===== config.mk =====
export PLATFORM = sky130hd
export DESIGN_NAME = led_ring_pattern_generator_top
export DESIGN_NICKNAME = d
export VERILOG_FILES = /design/src/sv/lrpg_pkg.sv /design/src/sv/lrpg_ctrl.sv /design/src/sv/lrpg_datapath.sv /design/src/sv/led_ring_pattern_generator_top.sv
export SDC_FILE = /design/constraint.sdc
export NUM_CORES = 1
export LEC_CHECK = 0
export BUFFER_PORTS_ARGS = -buffer_cell sky130_fd_sc_hd__buf_2
export CORE_MARGIN = 8
export CORE_UTILIZATION = 45
export CTS_BUF_LIST = sky130_fd_sc_hd__clkbuf_4
export DETAILED_ROUTE_END_ITERATION = 8
export PLACE_DENSITY = 0.63
export SYNTH_ARGS = -nofsm -noshare
export SYNTH_HDL_FRONTEND = slang
export SYNTH_SLANG_ARGS = --single-unit
export TNS_END_PERCENT = 5

===== constraint.sdc =====
create_clock -name clk -period 18.9 [get_ports clk]
set_input_delay 1.89 -clock clk [delete_from_list [all_inputs] [get_ports clk]]
set_output_delay 1.89 -clock clk [all_outputs]
set_load 0.02 [all_outputs]

===== src/sv/lrpg_pkg.sv =====
// ----------------------------------------------------------------------------
// lrpg_pkg
// Shared types, codes and colour helpers for the LED ring pattern generator.
// ----------------------------------------------------------------------------
package lrpg_pkg;

  localparam int PIXELS_DEF = 16;

  localparam int CFG_IDX_W  = 4;
  localparam int CFG_DATA_W = 16;

  localparam logic [CFG_IDX_W-1:0] REG_RAINBOW_STEP = 4'd0;
  localparam logic [CFG_IDX_W-1:0] REG_CHASE_IV     = 4'd1;
  localparam logic [CFG_IDX_W-1:0] REG_SPINNER_IV   = 4'd2;
  localparam logic [CFG_IDX_W-1:0] REG_BREATHE_STEP = 4'd3;

  localparam logic CMD_SET    = 1'b0;
  localparam logic CMD_UPDATE = 1'b1;

  localparam logic [2:0] MODE_OFF     = 3'd0;
  localparam logic [2:0] MODE_SOLID   = 3'd1;
  localparam logic [2:0] MODE_RAINBOW = 3'd2;
  localparam logic [2:0] MODE_CHASE   = 3'd3;
  localparam logic [2:0] MODE_BREATHE = 3'd4;
  localparam logic [2:0] MODE_SPINNER = 3'd5;

  localparam logic [1:0] FK_FLAT    = 2'd0;
  localparam logic [1:0] FK_RAINBOW = 2'd1;
  localparam logic [1:0] FK_DOTS    = 2'd2;

  typedef struct packed {
    logic        command;
    logic [2:0]  mode;
    logic [7:0]  red;
    logic [7:0]  green;
    logic [7:0]  blue;
    logic [31:0] now_ms;
  } in_item_t;

  typedef struct packed {
    logic [5:0] pixel_index;
    logic [7:0] red_out;
    logic [7:0] green_out;
    logic [7:0] blue_out;
    logic       frame_last;
  } out_item_t;

  typedef struct packed {
    logic latch;
    logic decide;
    logic calc;
    logic load;
  } ctrl_cmd_t;

  typedef struct packed {
    logic emit;
    logic frame_done;
    logic out_free;
  } dp_status_t;

  // full saturation and value; region found by compares against multiples of 43
  function automatic logic [23:0] hue_to_rgb(input logic [7:0] hue);
    logic [2:0]  region;
    logic [7:0]  base;
    logic [8:0]  rem9;
    logic [7:0]  rem;
    logic [15:0] prod_q;
    logic [15:0] prod_t;
    logic [7:0]  q;
    logic [7:0]  t;
    logic [7:0]  r;
    logic [7:0]  g;
    logic [7:0]  b;
    if (hue >= 8'd215) begin
      region = 3'd5; base = 8'd215;
    end else if (hue >= 8'd172) begin
      region = 3'd4; base = 8'd172;
    end else if (hue >= 8'd129) begin
      region = 3'd3; base = 8'd129;
    end else if (hue >= 8'd86) begin
      region = 3'd2; base = 8'd86;
    end else if (hue >= 8'd43) begin
      region = 3'd1; base = 8'd43;
    end else begin
      region = 3'd0; base = 8'd0;
    end
    rem9   = 9'(hue - base) * 9'd6;
    rem    = rem9[7:0];
    prod_q = 16'(rem) * 16'd255;
    prod_q = 16'(8'd255 - prod_q[15:8]) * 16'd255;
    q      = prod_q[15:8];
    prod_t = 16'(8'd255 - rem) * 16'd255;
    prod_t = 16'(8'd255 - prod_t[15:8]) * 16'd255;
    t      = prod_t[15:8];
    case (region)
      3'd0: begin r = 8'd255; g = t;      b = 8'd0;   end
      3'd1: begin r = q;      g = 8'd255; b = 8'd0;   end
      3'd2: begin r = 8'd0;   g = 8'd255; b = t;      end
      3'd3: begin r = 8'd0;   g = q;      b = 8'd255; end
      3'd4: begin r = t;      g = 8'd0;   b = 8'd255; end
      default: begin r = 8'd255; g = 8'd0; b = q; end
    endcase
    return {r, g, b};
  endfunction

  // c * l / 255 for 8-bit operands, reciprocal form
  function automatic logic [7:0] scale255(input logic [7:0] c, input logic [7:0] l);
    logic [16:0] x;
    logic [16:0] s;
    x = 17'(c) * 17'(l);
    s = x + 17'd1 + (x >> 8);
    return s[15:8];
  endfunction

endpackage


===== src/sv/lrpg_ctrl.sv =====
// ----------------------------------------------------------------------------
// lrpg_ctrl
// Sequencer: accept, decide, frame set-up and per-pixel emission.
// ----------------------------------------------------------------------------
module lrpg_ctrl (
  input  logic                   clk,
  input  logic                   rst_n,
  input  logic                   in_valid,
  output logic                   in_ready,
  input  lrpg_pkg::dp_status_t   status,
  output lrpg_pkg::ctrl_cmd_t    cmd
);
  import lrpg_pkg::*;

  localparam logic [1:0] S_IDLE   = 2'd0;
  localparam logic [1:0] S_DECIDE = 2'd1;
  localparam logic [1:0] S_CALC   = 2'd2;
  localparam logic [1:0] S_EMIT   = 2'd3;

  logic [1:0] state_r;
  logic [1:0] state_nxt;

  assign in_ready   = (state_r == S_IDLE);
  assign cmd.latch  = in_valid && in_ready;
  assign cmd.decide = (state_r == S_DECIDE);
  assign cmd.calc   = (state_r == S_CALC);
  assign cmd.load   = (state_r == S_EMIT) && status.out_free;

  always_comb begin
    state_nxt = state_r;
    case (state_r)
      S_IDLE: begin
        if (cmd.latch) state_nxt = S_DECIDE;
      end
      S_DECIDE: begin
        state_nxt = status.emit ? S_CALC : S_IDLE;
      end
      S_CALC: begin
        state_nxt = S_EMIT;
      end
      S_EMIT: begin
        if (cmd.load && status.frame_done) state_nxt = S_IDLE;
      end
      default: begin
        state_nxt = S_IDLE;
      end
    endcase
  end

  always_ff @(posedge clk) begin
    if (!rst_n) state_r <= S_IDLE;
    else        state_r <= state_nxt;
  end

endmodule


===== src/sv/lrpg_datapath.sv =====
// ----------------------------------------------------------------------------
// lrpg_datapath
// Registers, animation state, frame set-up and pixel generation.
// ----------------------------------------------------------------------------
module lrpg_datapath #(
  parameter int PIXELS = lrpg_pkg::PIXELS_DEF
) (
  input  logic                                clk,
  input  logic                                rst_n,
  input  lrpg_pkg::in_item_t                  in_item,
  input  logic                                cfg_valid,
  output logic                                cfg_ready,
  input  logic [lrpg_pkg::CFG_IDX_W-1:0]      cfg_index,
  input  logic [lrpg_pkg::CFG_DATA_W-1:0]     cfg_data,
  output logic                                out_valid,
  input  logic                                out_ready,
  output lrpg_pkg::out_item_t                 out_item,
  input  lrpg_pkg::ctrl_cmd_t                 cmd,
  output lrpg_pkg::dp_status_t                status
);
  import lrpg_pkg::*;

  localparam logic [6:0] PIX7  = 7'(PIXELS);
  localparam logic [5:0] LAST  = 6'(PIXELS - 1);
  localparam logic [5:0] HALF  = 6'(PIXELS / 2);
  localparam logic [7:0] QSTEP = 8'(256 / PIXELS);
  localparam logic [6:0] RSTEP = 7'(256 % PIXELS);

  in_item_t    item_r;

  logic [7:0]  rainbow_step_r;
  logic [15:0] chase_iv_r;
  logic [15:0] spin_iv_r;
  logic [7:0]  breathe_step_r;

  logic [2:0]  cur_mode_r,     cur_mode_nxt;
  logic [23:0] cur_colour_r,   cur_colour_nxt;
  logic [7:0]  shown_mode_r,   shown_mode_nxt;
  logic [23:0] shown_colour_r, shown_colour_nxt;
  logic [7:0]  anim_offset_r,  anim_offset_nxt;
  logic [5:0]  pos_r,          pos_nxt;
  logic [7:0]  level_r,        level_nxt;
  logic        falling_r,      falling_nxt;
  logic [31:0] last_step_r,    last_step_nxt;
  logic        redraw_r,       redraw_nxt;

  logic [1:0]  kind_r,   kind_nxt;
  logic [23:0] frame_rgb_r;
  logic        spin_r;
  logic [5:0]  pos1_r;
  logic [5:0]  pos2_r;
  logic [7:0]  hoff_r;
  logic [5:0]  cnt_r;
  logic [7:0]  hq_r;
  logic [6:0]  hr_r;

  logic        out_valid_r;
  out_item_t   out_r;

  logic        emit;
  logic [23:0] item_colour;
  logic [31:0] elapsed;
  logic [15:0] interval;
  logic [9:0]  lvl;
  logic [6:0]  pos2_sum;
  logic [5:0]  pos2;

  assign item_colour = {item_r.red, item_r.green, item_r.blue};
  assign elapsed     = item_r.now_ms - last_step_r;
  assign interval    = (cur_mode_r == MODE_CHASE) ? chase_iv_r : spin_iv_r;
  assign pos2_sum    = {1'b0, pos_r} + {1'b0, HALF};
  assign pos2        = (pos2_sum >= PIX7) ? 6'(pos2_sum - PIX7) : pos2_sum[5:0];

  always_comb begin
    cur_mode_nxt     = cur_mode_r;
    cur_colour_nxt   = cur_colour_r;
    shown_mode_nxt   = shown_mode_r;
    shown_colour_nxt = shown_colour_r;
    anim_offset_nxt  = anim_offset_r;
    pos_nxt          = pos_r;
    level_nxt        = level_r;
    falling_nxt      = falling_r;
    last_step_nxt    = last_step_r;
    redraw_nxt       = redraw_r;
    kind_nxt         = FK_FLAT;
    emit             = 1'b0;
    lvl              = '0;
    if (item_r.command == CMD_SET) begin
      if (item_r.mode != cur_mode_r || item_colour != cur_colour_r) redraw_nxt = 1'b1;
      if (item_r.mode != cur_mode_r) begin
        anim_offset_nxt = '0;
        pos_nxt         = '0;
        level_nxt       = '0;
        falling_nxt     = 1'b0;
      end
      cur_mode_nxt   = item_r.mode;
      cur_colour_nxt = item_colour;
    end else begin
      case (cur_mode_r)
        MODE_RAINBOW: begin
          emit            = 1'b1;
          kind_nxt        = FK_RAINBOW;
          anim_offset_nxt = anim_offset_r + rainbow_step_r;
          shown_mode_nxt  = {5'd0, cur_mode_r};
        end
        MODE_CHASE, MODE_SPINNER: begin
          kind_nxt       = FK_DOTS;
          shown_mode_nxt = {5'd0, cur_mode_r};
          if (elapsed >= {16'd0, interval}) begin
            emit            = 1'b1;
            anim_offset_nxt = anim_offset_r + 8'd1;
            last_step_nxt   = item_r.now_ms;
            // position tracks anim_offset mod PIXELS, including the 8-bit wrap
            if (anim_offset_r == 8'hFF || pos_r == LAST) pos_nxt = '0;
            else                                         pos_nxt = pos_r + 6'd1;
          end
        end
        MODE_BREATHE: begin
          emit           = 1'b1;
          shown_mode_nxt = {5'd0, cur_mode_r};
          if (falling_r) lvl = {2'b00, level_r} - {2'b00, breathe_step_r};
          else           lvl = {2'b00, level_r} + {2'b00, breathe_step_r};
          if ($signed(lvl) >= $signed(10'sd255)) begin
            level_nxt   = 8'hFF;
            falling_nxt = 1'b1;
          end else if ($signed(lvl) <= $signed(10'sd0)) begin
            level_nxt   = 8'h00;
            falling_nxt = 1'b0;
          end else begin
            level_nxt   = lvl[7:0];
          end
        end
        default: begin
          emit = redraw_r || (shown_mode_r != {5'd0, cur_mode_r}) ||
                 (shown_colour_r != cur_colour_r);
          if (emit) begin
            shown_mode_nxt   = {5'd0, cur_mode_r};
            shown_colour_nxt = cur_colour_r;
            redraw_nxt       = 1'b0;
          end
        end
      endcase
    end
  end

  always_ff @(posedge clk) begin
    if (!rst_n) begin
      rainbow_step_r <= 8'd2;
      chase_iv_r     <= 16'd100;
      spin_iv_r      <= 16'd50;
      breathe_step_r <= 8'd5;
    end else if (cfg_valid) begin
      case (cfg_index)
        REG_RAINBOW_STEP: rainbow_step_r <= cfg_data[7:0];
        REG_CHASE_IV:     chase_iv_r     <= cfg_data;
        REG_SPINNER_IV:   spin_iv_r      <= cfg_data;
        REG_BREATHE_STEP: breathe_step_r <= cfg_data[7:0];
        default: ;
      endcase
    end
  end

  always_ff @(posedge clk) begin
    if (!rst_n) begin
      cur_mode_r     <= MODE_OFF;
      cur_colour_r   <= '0;
      shown_mode_r   <= 8'hFF;
      shown_colour_r <= '0;
      anim_offset_r  <= '0;
      pos_r          <= '0;
      level_r        <= '0;
      falling_r      <= 1'b0;
      last_step_r    <= '0;
      redraw_r       <= 1'b1;
    end else if (cmd.decide) begin
      cur_mode_r     <= cur_mode_nxt;
      cur_colour_r   <= cur_colour_nxt;
      shown_mode_r   <= shown_mode_nxt;
      shown_colour_r <= shown_colour_nxt;
      anim_offset_r  <= anim_offset_nxt;
      pos_r          <= pos_nxt;
      level_r        <= level_nxt;
      falling_r      <= falling_nxt;
      last_step_r    <= last_step_nxt;
      redraw_r       <= redraw_nxt;
    end
  end

  logic [7:0] hue;
  logic [23:0] pix_rgb;
  logic        lit;
  logic [6:0]  hr_sum;

  assign hue    = hq_r + hoff_r;
  assign lit    = (cnt_r == pos1_r) || (spin_r && cnt_r == pos2_r);
  assign hr_sum = hr_r + RSTEP;

  always_comb begin
    case (kind_r)
      FK_RAINBOW: pix_rgb = hue_to_rgb(hue);
      FK_DOTS:    pix_rgb = lit ? cur_colour_r : 24'd0;
      default:    pix_rgb = frame_rgb_r;
    endcase
  end

  always_ff @(posedge clk) begin
    if (cmd.latch) item_r <= in_item;
    if (cmd.decide) begin
      kind_r      <= kind_nxt;
      spin_r      <= (cur_mode_r == MODE_SPINNER);
      pos1_r      <= pos_r;
      pos2_r      <= pos2;
      hoff_r      <= anim_offset_r;
      frame_rgb_r <= (cur_mode_r == MODE_SOLID) ? cur_colour_r : 24'd0;
      cnt_r       <= '0;
      hq_r        <= '0;
      hr_r        <= '0;
    end
    if (cmd.calc && cur_mode_r == MODE_BREATHE) begin
      frame_rgb_r <= {scale255(cur_colour_r[23:16], level_r),
                      scale255(cur_colour_r[15:8],  level_r),
                      scale255(cur_colour_r[7:0],   level_r)};
    end
    if (cmd.load) begin
      out_r.pixel_index <= cnt_r;
      out_r.red_out     <= pix_rgb[23:16];
      out_r.green_out   <= pix_rgb[15:8];
      out_r.blue_out    <= pix_rgb[7:0];
      out_r.frame_last  <= (cnt_r == LAST);
      cnt_r             <= cnt_r + 6'd1;
      if (hr_sum >= PIX7) begin
        hr_r <= hr_sum - PIX7;
        hq_r <= hq_r + QSTEP + 8'd1;
      end else begin
        hr_r <= hr_sum;
        hq_r <= hq_r + QSTEP;
      end
    end
  end

  always_ff @(posedge clk) begin
    if (!rst_n)         out_valid_r <= 1'b0;
    else if (cmd.load)  out_valid_r <= 1'b1;
    else if (out_ready) out_valid_r <= 1'b0;
  end

  assign cfg_ready         = 1'b1;
  assign out_valid         = out_valid_r;
  assign out_item          = out_r;
  assign status.emit       = emit;
  assign status.frame_done = (cnt_r == LAST);
  assign status.out_free   = !out_valid_r || out_ready;

endmodule


===== src/sv/led_ring_pattern_generator_top.sv =====
// ----------------------------------------------------------------------------
// led_ring_pattern_generator_top
// LED ring animator: off, solid, rainbow, chase, breathe and spinner frames.
// ----------------------------------------------------------------------------
// Input channel (in_valid/in_ready/in_item): a set-mode item stores mode and
// colour and yields nothing; an update item carries the time in ms and may
// yield one frame of PIXELS pixel items, pixel 0 first, frame_last on the end.
// Config channel (cfg_valid/cfg_ready/cfg_index/cfg_data): always ready;
// index 0 rainbow step, 1 chase interval, 2 spinner interval, 3 breathe step,
// other indexes ignored. Write only while idle.
// Result channel (out_valid/out_ready/out_item): one output register.
// Sequence: an item without results passes the accept and decide states; an
// update with a frame then passes calc and emit states, and emit loads one
// pixel per cycle into the output register while the receiver takes them.
// The rate is set by the single pixel generator behind the output register.
// The next item is accepted while the last pixel still waits to be taken.
// A stalled receiver holds the pixel sequencer; nothing is dropped.
// Reset (rst_n, synchronous): registers to defaults, mode off, redraw pending.
// ----------------------------------------------------------------------------
module led_ring_pattern_generator_top #(
  parameter int PIXELS = lrpg_pkg::PIXELS_DEF
) (
  input  logic                            clk,
  input  logic                            rst_n,
  input  logic                            in_valid,
  output logic                            in_ready,
  input  lrpg_pkg::in_item_t              in_item,
  input  logic                            cfg_valid,
  output logic                            cfg_ready,
  input  logic [lrpg_pkg::CFG_IDX_W-1:0]  cfg_index,
  input  logic [lrpg_pkg::CFG_DATA_W-1:0] cfg_data,
  output logic                            out_valid,
  input  logic                            out_ready,
  output lrpg_pkg::out_item_t             out_item
);
  import lrpg_pkg::*;

  ctrl_cmd_t  cmd;
  dp_status_t status;

  lrpg_ctrl u_ctrl (
    .clk      (clk),
    .rst_n    (rst_n),
    .in_valid (in_valid),
    .in_ready (in_ready),
    .status   (status),
    .cmd      (cmd)
  );

  lrpg_datapath #(
    .PIXELS (PIXELS)
  ) u_datapath (
    .clk       (clk),
    .rst_n     (rst_n),
    .in_item   (in_item),
    .cfg_valid (cfg_valid),
    .cfg_ready (cfg_ready),
    .cfg_index (cfg_index),
    .cfg_data  (cfg_data),
    .out_valid (out_valid),
    .out_ready (out_ready),
    .out_item  (out_item),
    .cmd       (cmd),
    .status    (status)
  );

endmodule


==> Yosys cells after proc, flatten, opt, wreduce, memory -nomap -nowiden <==
Index checks and enable logic that the tools add are counted.
{ "totals": {"regBits": 325, "input_bits": 85, "out_inout_bits": 34, "wordCells": 226} }
{ "op_classes": {"n_addsub": 23, "multipliers": 8, "order_cmp": 10, "n_eq_ne": 37, "mux": 67, "n_bitwise": 2, "reduce_logical": 43} }
{ "op_table": {"columns": ["operator", "count"], "rows": [
  ["8-bit 2-to-1 mux", 17],
  ["24-bit 2-to-1 mux", 4],
  ["8-bit case mux with 3 select lines", 3],
  ["6-bit 2-to-1 mux", 9],
  ["16-bit by 1-bit adder with 16-bit output (second input constant)", 3],
  ["16-bit by 8-bit adder with 16-bit output", 3],
  ["16-bit by 8-bit multiplier with 16-bit output (second input constant)", 3],
  ["8-bit by 8-bit multiplier with 16-bit output", 3],
  ["24-bit != test", 2],
  ["24-bit case mux with 2 select lines", 1],
  ["32-bit by 16-bit greater-or-equal comparator with 1-bit output", 1],
  ["32-bit subtractor", 1],
  ["10-bit 2-to-1 mux", 3],
  ["8-bit by 8-bit subtractor with 9-bit output (first input constant)", 3],
  ["8-bit greater-or-equal comparator (second input constant)", 3],
  ["4-bit AND reduction", 6],
  ["7-bit 2-to-1 mux", 3],
  ["8-bit by 8-bit subtractor with 9-bit output", 2],
  ["8-bit by 1-bit adder with 8-bit output (second input constant)", 2],
  ["8-bit adder", 2],
  ["16-bit 2-to-1 mux", 1],
  ["8-bit case mux with 2 select lines", 1],
  ["7-bit by 8-bit multiplier with 15-bit output (second input constant)", 1],
  ["3-bit 2-to-1 mux", 5],
  ["44 further kinds", 108]
]} }

==> Longest topological paths before layout <==
{ "logic_depth": {"depth_word": 16, "mapped_depth": 60, "depth_no_buf": 60} }

==> Hierarchy <==
A second synthesis with hierarchy kept.
{ "unflattened": {"cells_unflattened": 3253, "hier_area_um2": 29625.9} }
{ "by_module_without_submodules": {"columns": ["module", "instances", "cells_per_inst", "area_per_inst_um2", "seq_area_each_um2"], "rows": [
  ["lrpg_datapath", 1, 3239, 29498.3, 7767.4],
  ["lrpg_ctrl", 1, 14, 127.6, 40.0]
]} }

==> Worst setup path before layout <==
OpenSTA, ideal clock, no wires.
{ "synth_timing": {"path_type": "register to register", "start": "register u_datapath.hq_r[1]", "end": "register u_datapath.out_r, in the netlist u_datapath.out_item[8] (data pin)", "setup_time_ps": 256, "arrival_time_ps": 13090, "required_time_ps": 18644, "slack_ps": 5554, "path_stages_with_launch": 58, "path_buffers": 1, "period_less_slack_ps": 13346, "cell_sequence": "edfxtp_1 -> ha_1 -> a21o_1 -> a21oi_1 -> o21ai_0 -> a21oi_1 -> xor2_1 -> inv_1 -> or4_1 -> o21ai_0 -> clkbuf_1 -> o21ai_0 -> ha_1 -> a21o_1 -> a21o_1 -> xor2_1 -> ha_1 -> a21oi_1 -> [22 not listed] -> xnor2_1 -> fa_1 -> inv_1 -> fa_1 -> inv_1 -> fa_1 -> fa_1 -> inv_1 -> ha_1 -> and3_1 -> a21oi_1 -> nand3_1 -> a31oi_1 -> o21bai_1 -> a21oi_1 -> xnor2_1 -> a211oi_1 -> o22a_1"} }
{ "synth_between": {"elab_chain_len": 16, "word_cells_on_any_way": 36, "cone_classes": "add/sub (5); mul (5); order compare (5); eq/ne (4); mux (14); reduce/logical (3)"} }
{ "synth_lines": {"columns": ["item", "line_no", "source"], "rows": [
  ["start, declared", "lrpg_datapath.sv:54", "logic [7:0] hq_r;"],
  ["start signal, assigned", "lrpg_datapath.sv:233", "hq_r <= hq_r + QSTEP + 8'd1;"],
  ["start signal, assigned", "lrpg_datapath.sv:236", "hq_r <= hq_r + QSTEP;"],
  ["8-bit adder (*)", "lrpg_datapath.sv:194", "assign hue = hq_r + hoff_r;"],
  ["8-bit by 6-bit greater-or-equal comparator with 1-bit output", "lrpg_pkg.sv:82", "end else if (hue >= 8'd43) begin"],
  ["6-bit 2-to-1 mux", "lrpg_pkg.sv:82", null],
  ["8-bit 2-to-1 mux", "lrpg_pkg.sv:80", "end else if (hue >= 8'd86) begin"],
  ["8-bit 2-to-1 mux", "lrpg_pkg.sv:78", "end else if (hue >= 8'd129) begin"],
  ["8-bit 2-to-1 mux", "lrpg_pkg.sv:76", "end else if (hue >= 8'd172) begin"],
  ["8-bit 2-to-1 mux", "lrpg_pkg.sv:74", "if (hue >= 8'd215) begin"],
  ["8-bit 2-to-1 mux", "lrpg_datapath.sv:199", "case (kind_r)"],
  ["8-bit by 8-bit subtractor with 9-bit output", "lrpg_pkg.sv:87", "rem9 = 9'(hue - base) * 9'd6;"],
  ["9-bit by 2-bit multiplier with 7-bit output", "lrpg_pkg.sv:87", null],
  ["8-bit by 8-bit subtractor with 9-bit output", "lrpg_pkg.sv:92", "prod_t = 16'(8'd255 - rem) * 16'd255;"],
  ["16-bit by 8-bit multiplier with 16-bit output", "lrpg_pkg.sv:92", null],
  ["8-bit by 8-bit subtractor with 9-bit output", "lrpg_pkg.sv:93", "prod_t = 16'(8'd255 - prod_t[15:8]) * 16'd255;"],
  ["16-bit by 8-bit multiplier with 16-bit output", "lrpg_pkg.sv:93", null],
  ["8-bit case mux with 3 select lines (*)", "lrpg_pkg.sv:95", "case (region)"],
  ["24-bit case mux with 2 select lines (*)", "lrpg_datapath.sv:199", null],
  ["named net u_datapath.pix_rgb[7]", "lrpg_datapath.sv:190", "logic [23:0] pix_rgb;"],
  ["end, declared", "lrpg_datapath.sv:58", "out_item_t out_r;"]
]} }
The timed path passes the listed nets; every way through them passes the cells marked *. The select of a mux whose other input is x is not followed.
A chain may end at the register's enable or synchronous reset.

==> Worst setup path after layout <==
{ "layout_timing": {"start": "register u_datapath.hq_r[0]", "end": "register u_datapath.out_r, in the netlist u_datapath.out_item[15] (data pin)"} }
The elaborated chain is that of the path after synthesis.

==> results.toml <==
[run_status]
outcome = "finished, final reports clean"

[cts]
h-tree-depth = 3
cts_tree = "yes"
cts_resized = 0
cts_hold_buffers = 0
cts_root_buf = "clkbuf_4"
clk_pin_slew_ns = 0.07
cts_buffer_depth = 3
cts_setup_buffers = 0
clock_sinks = 314
clk_latency_ns = 0.83
cts_buffers = 82

[die]
io_pins = 119
die_height_um = 271
initial_core_util = 0.454
core-area_mm2 = 0.0643
num_rows = 93
dieArea_mm2 = 0.0733
die_width_um = 271

[setup_path]
slowest_stage = "xnor2_1"
reg2regPathDepth = 53
crit_required_ns = 19.43
cp-end-kind = "register"
critical_path_class = "register to register"
critPathMaxStageDelay_ns = 0.76
cpMostUsedCell = "fa_1"
crit_start = "u_datapath.hq_r[0]"
cp_data_arrival_time_ns = 15.21
startpoint_type = "register"
endpoint = "u_datapath.out_item[15]"
r2r_end = "u_datapath.out_item[15]"
worstPathMaxFanout = 8
r2r-start = "u_datapath.hq_r[0]"
reg2reg_slack_ns = 4.21

[routing]
vias = 22035
drt_first_pass_iters = 5
drc = 0
wire_per_inst_um = 16.5
viasPerCell = 5.25
drtIter0Drc = 1272
routed_wl_um = 69200
ant_nets = 0

[sta]
hold_viol_final = 0
setup_slack_ns = 4.21
timing.fmax_mhz = 68.1
finClkSkew_ns = 0.0463
rsz0062_at_grt = "no"
finalMaxSlewViolations = 0
maxSlewHeadroom = 0.265
fin_crit_sh = 0.777
setup_tns_ns = 0
setup_viol = 0
worst_slew_pin_slew_ns = 1.10
fin_crit_ns = 14.69
holdWs_ns = 0.453

[yosys]
syn_avg_cell_area_um2 = 9.21
syn_nets = 3829
synthTopCellsByArea = "ha_1, edfxtp_1, fa_1"
synth_top_cells_by_count = "inv_1, nand2_1, ha_1"
synth_most_common_cell = "inv_1"
synth_top_area_frac = 0.156
synthArstFlopShare = 0
netlist_area_mm2 = 0.0292
synth.distinct_cells = 84
seq_area_frac_synth = 0.267
ys_ff_latch = 314
synth_enable_flop_cells = 152
synth_warnings = 0
synthCells = 3171
synth-main-ff-cell = "dfxtp_1"
synth_top_area_cell = "ha_1"

[global_routing]
grt_first_pass_wirelength_um = 115000
antenna_found_initial = 2
grt_max_degree = 91
grt-ovfl-total = 0
grt_usage = 0.189
first_global_vias = 22126

[final_layout]
fillers = 6155
nets = 3939
stdcell_count = 4201
drive_gt1_frac = 0.0898
area_growth_pct = 8.19

[place]
place_inst = 4052
io_buffers = 117
place_ws_ns = 4.21
dp_hpwl_um = 53700
gp_congestion = 0.911

[job]
cap_violations = 0

[worst_hold_path]
hold_class = "register to register"
[state kept, by name, summed over array words and instances, names as in the netlist, 4 cells and up, named ones only]
signal / flops
u_datapath.anim_offset_r: 8
u_datapath.breathe_step_r: 8
u_datapath.shown_colour_r: 24
u_datapath.pos_r: 6
u_datapath.item_r: 36
u_datapath.pos2_r: 6
u_datapath.chase_iv_r: 16
u_datapath.level_r: 8
u_datapath.spin_iv_r: 16
u_datapath.last_step_r: 32
u_datapath.hoff_r: 8
u_datapath.out_item: 31
u_datapath.cnt_r: 6
u_datapath.hq_r: 8
u_datapath.shown_mode_r: 4
u_datapath.cur_colour_r: 24
u_datapath.frame_rgb_r: 24
u_datapath.rainbow_step_r: 8
u_datapath.item_colour: 24
[layout by cell type, fill, tap and decap left out, drive strengths merged, types with 9 or more instances in the layout]
cell type and instances:
nand4 29, and3 12, nor2b 12, clkbuf 115, xnor2 154, nor4 9, inv 429, a21o 49
a221oi 10, a21oi 198, buf 145, mux2i 96, edfxtp 152, dfxtp 162, xor2 78, nand3 50
nor2 168, o211ai 13, nor3 35, a31oi 19, clkinv 23, o21bai 18, fa 208, nand2 372
nand2b 19, o21a 17, ha 365, a32o 9, o21ai 109, and2 118, a211oi 10
[area by class of cell]
type                       instances  area, um^2  area share
multi-input combinational       2312       19300       0.610
sequential                       314        7810       0.247
inverter                         426        1600      0.0507
tap                              855        1070      0.0338
clock buffer                     115         863      0.0273
timing repair buffer             145         796      0.0252
clock inverter                    30         168     0.00530
antenna                            4        10.0    0.000317
[per-layer routing]
layer / GRT usage / vias to the layer above / wire [um]
met5: 0 / - / 0
met4: 0.0551 / 0 / 1560
met3: 0.0264 / 100 / 3060
met2: 0.313 / 488 / 32100
met1: 0.255 / 10539 / 32500
li1: - / 10908 / -
[worst max-delay path, delay by kind of cell (launching register included)]
family,cells,cell delay (ns)
XOR/XNOR,7,2.13
adder cells (fa/ha/maj),15,6.34
AO/OA/AOI/OAI,19,4.09
flip-flops,1,0.42
buffers and inverters,6,0.40
AND/OR/NAND/NOR,6,0.95
[metrics by stage]
stage	utilization	instance area (um^2)
after floorplan	-	29200
after global placement	0.475	30600
after detailed placement	0.475	30600
after CTS	0.491	31600
after global routing	0.491	31600
final	0.491	31600
[how the worst min path moves through the flow]
stage,from,slack (ns),cells past startpoint,endpoint
after CTS,u_datapath.chase_iv_r[11],0.45,2,u_datapath.chase_iv_r[11]
final,u_datapath.chase_iv_r[13],0.45,2,u_datapath.chase_iv_r[13]
after global routing,u_datapath.chase_iv_r[13],0.47,2,u_datapath.chase_iv_r[13]
after detailed placement,u_datapath.chase_iv_r[11],0.45,2,u_datapath.chase_iv_r[11]
after floorplan,u_datapath.cnt_r[3],0.42,0,u_datapath.out_item[28]
after global placement,u_datapath.chase_iv_r[11],0.44,2,u_datapath.chase_iv_r[11]
[logic make-up after synthesis]
group | share of synthesized area
mux | 0.0341
flops | 0.267
compound gates | 0.119
simple gates | 0.137
fa+ha+maj | 0.299
buf+inv | 0.0731
xor+xnor | 0.0704
other cells | 0.000128
Power is not shown: default switching activity piles up to over one toggle a cycle in this logic, so the estimate is an artifact.
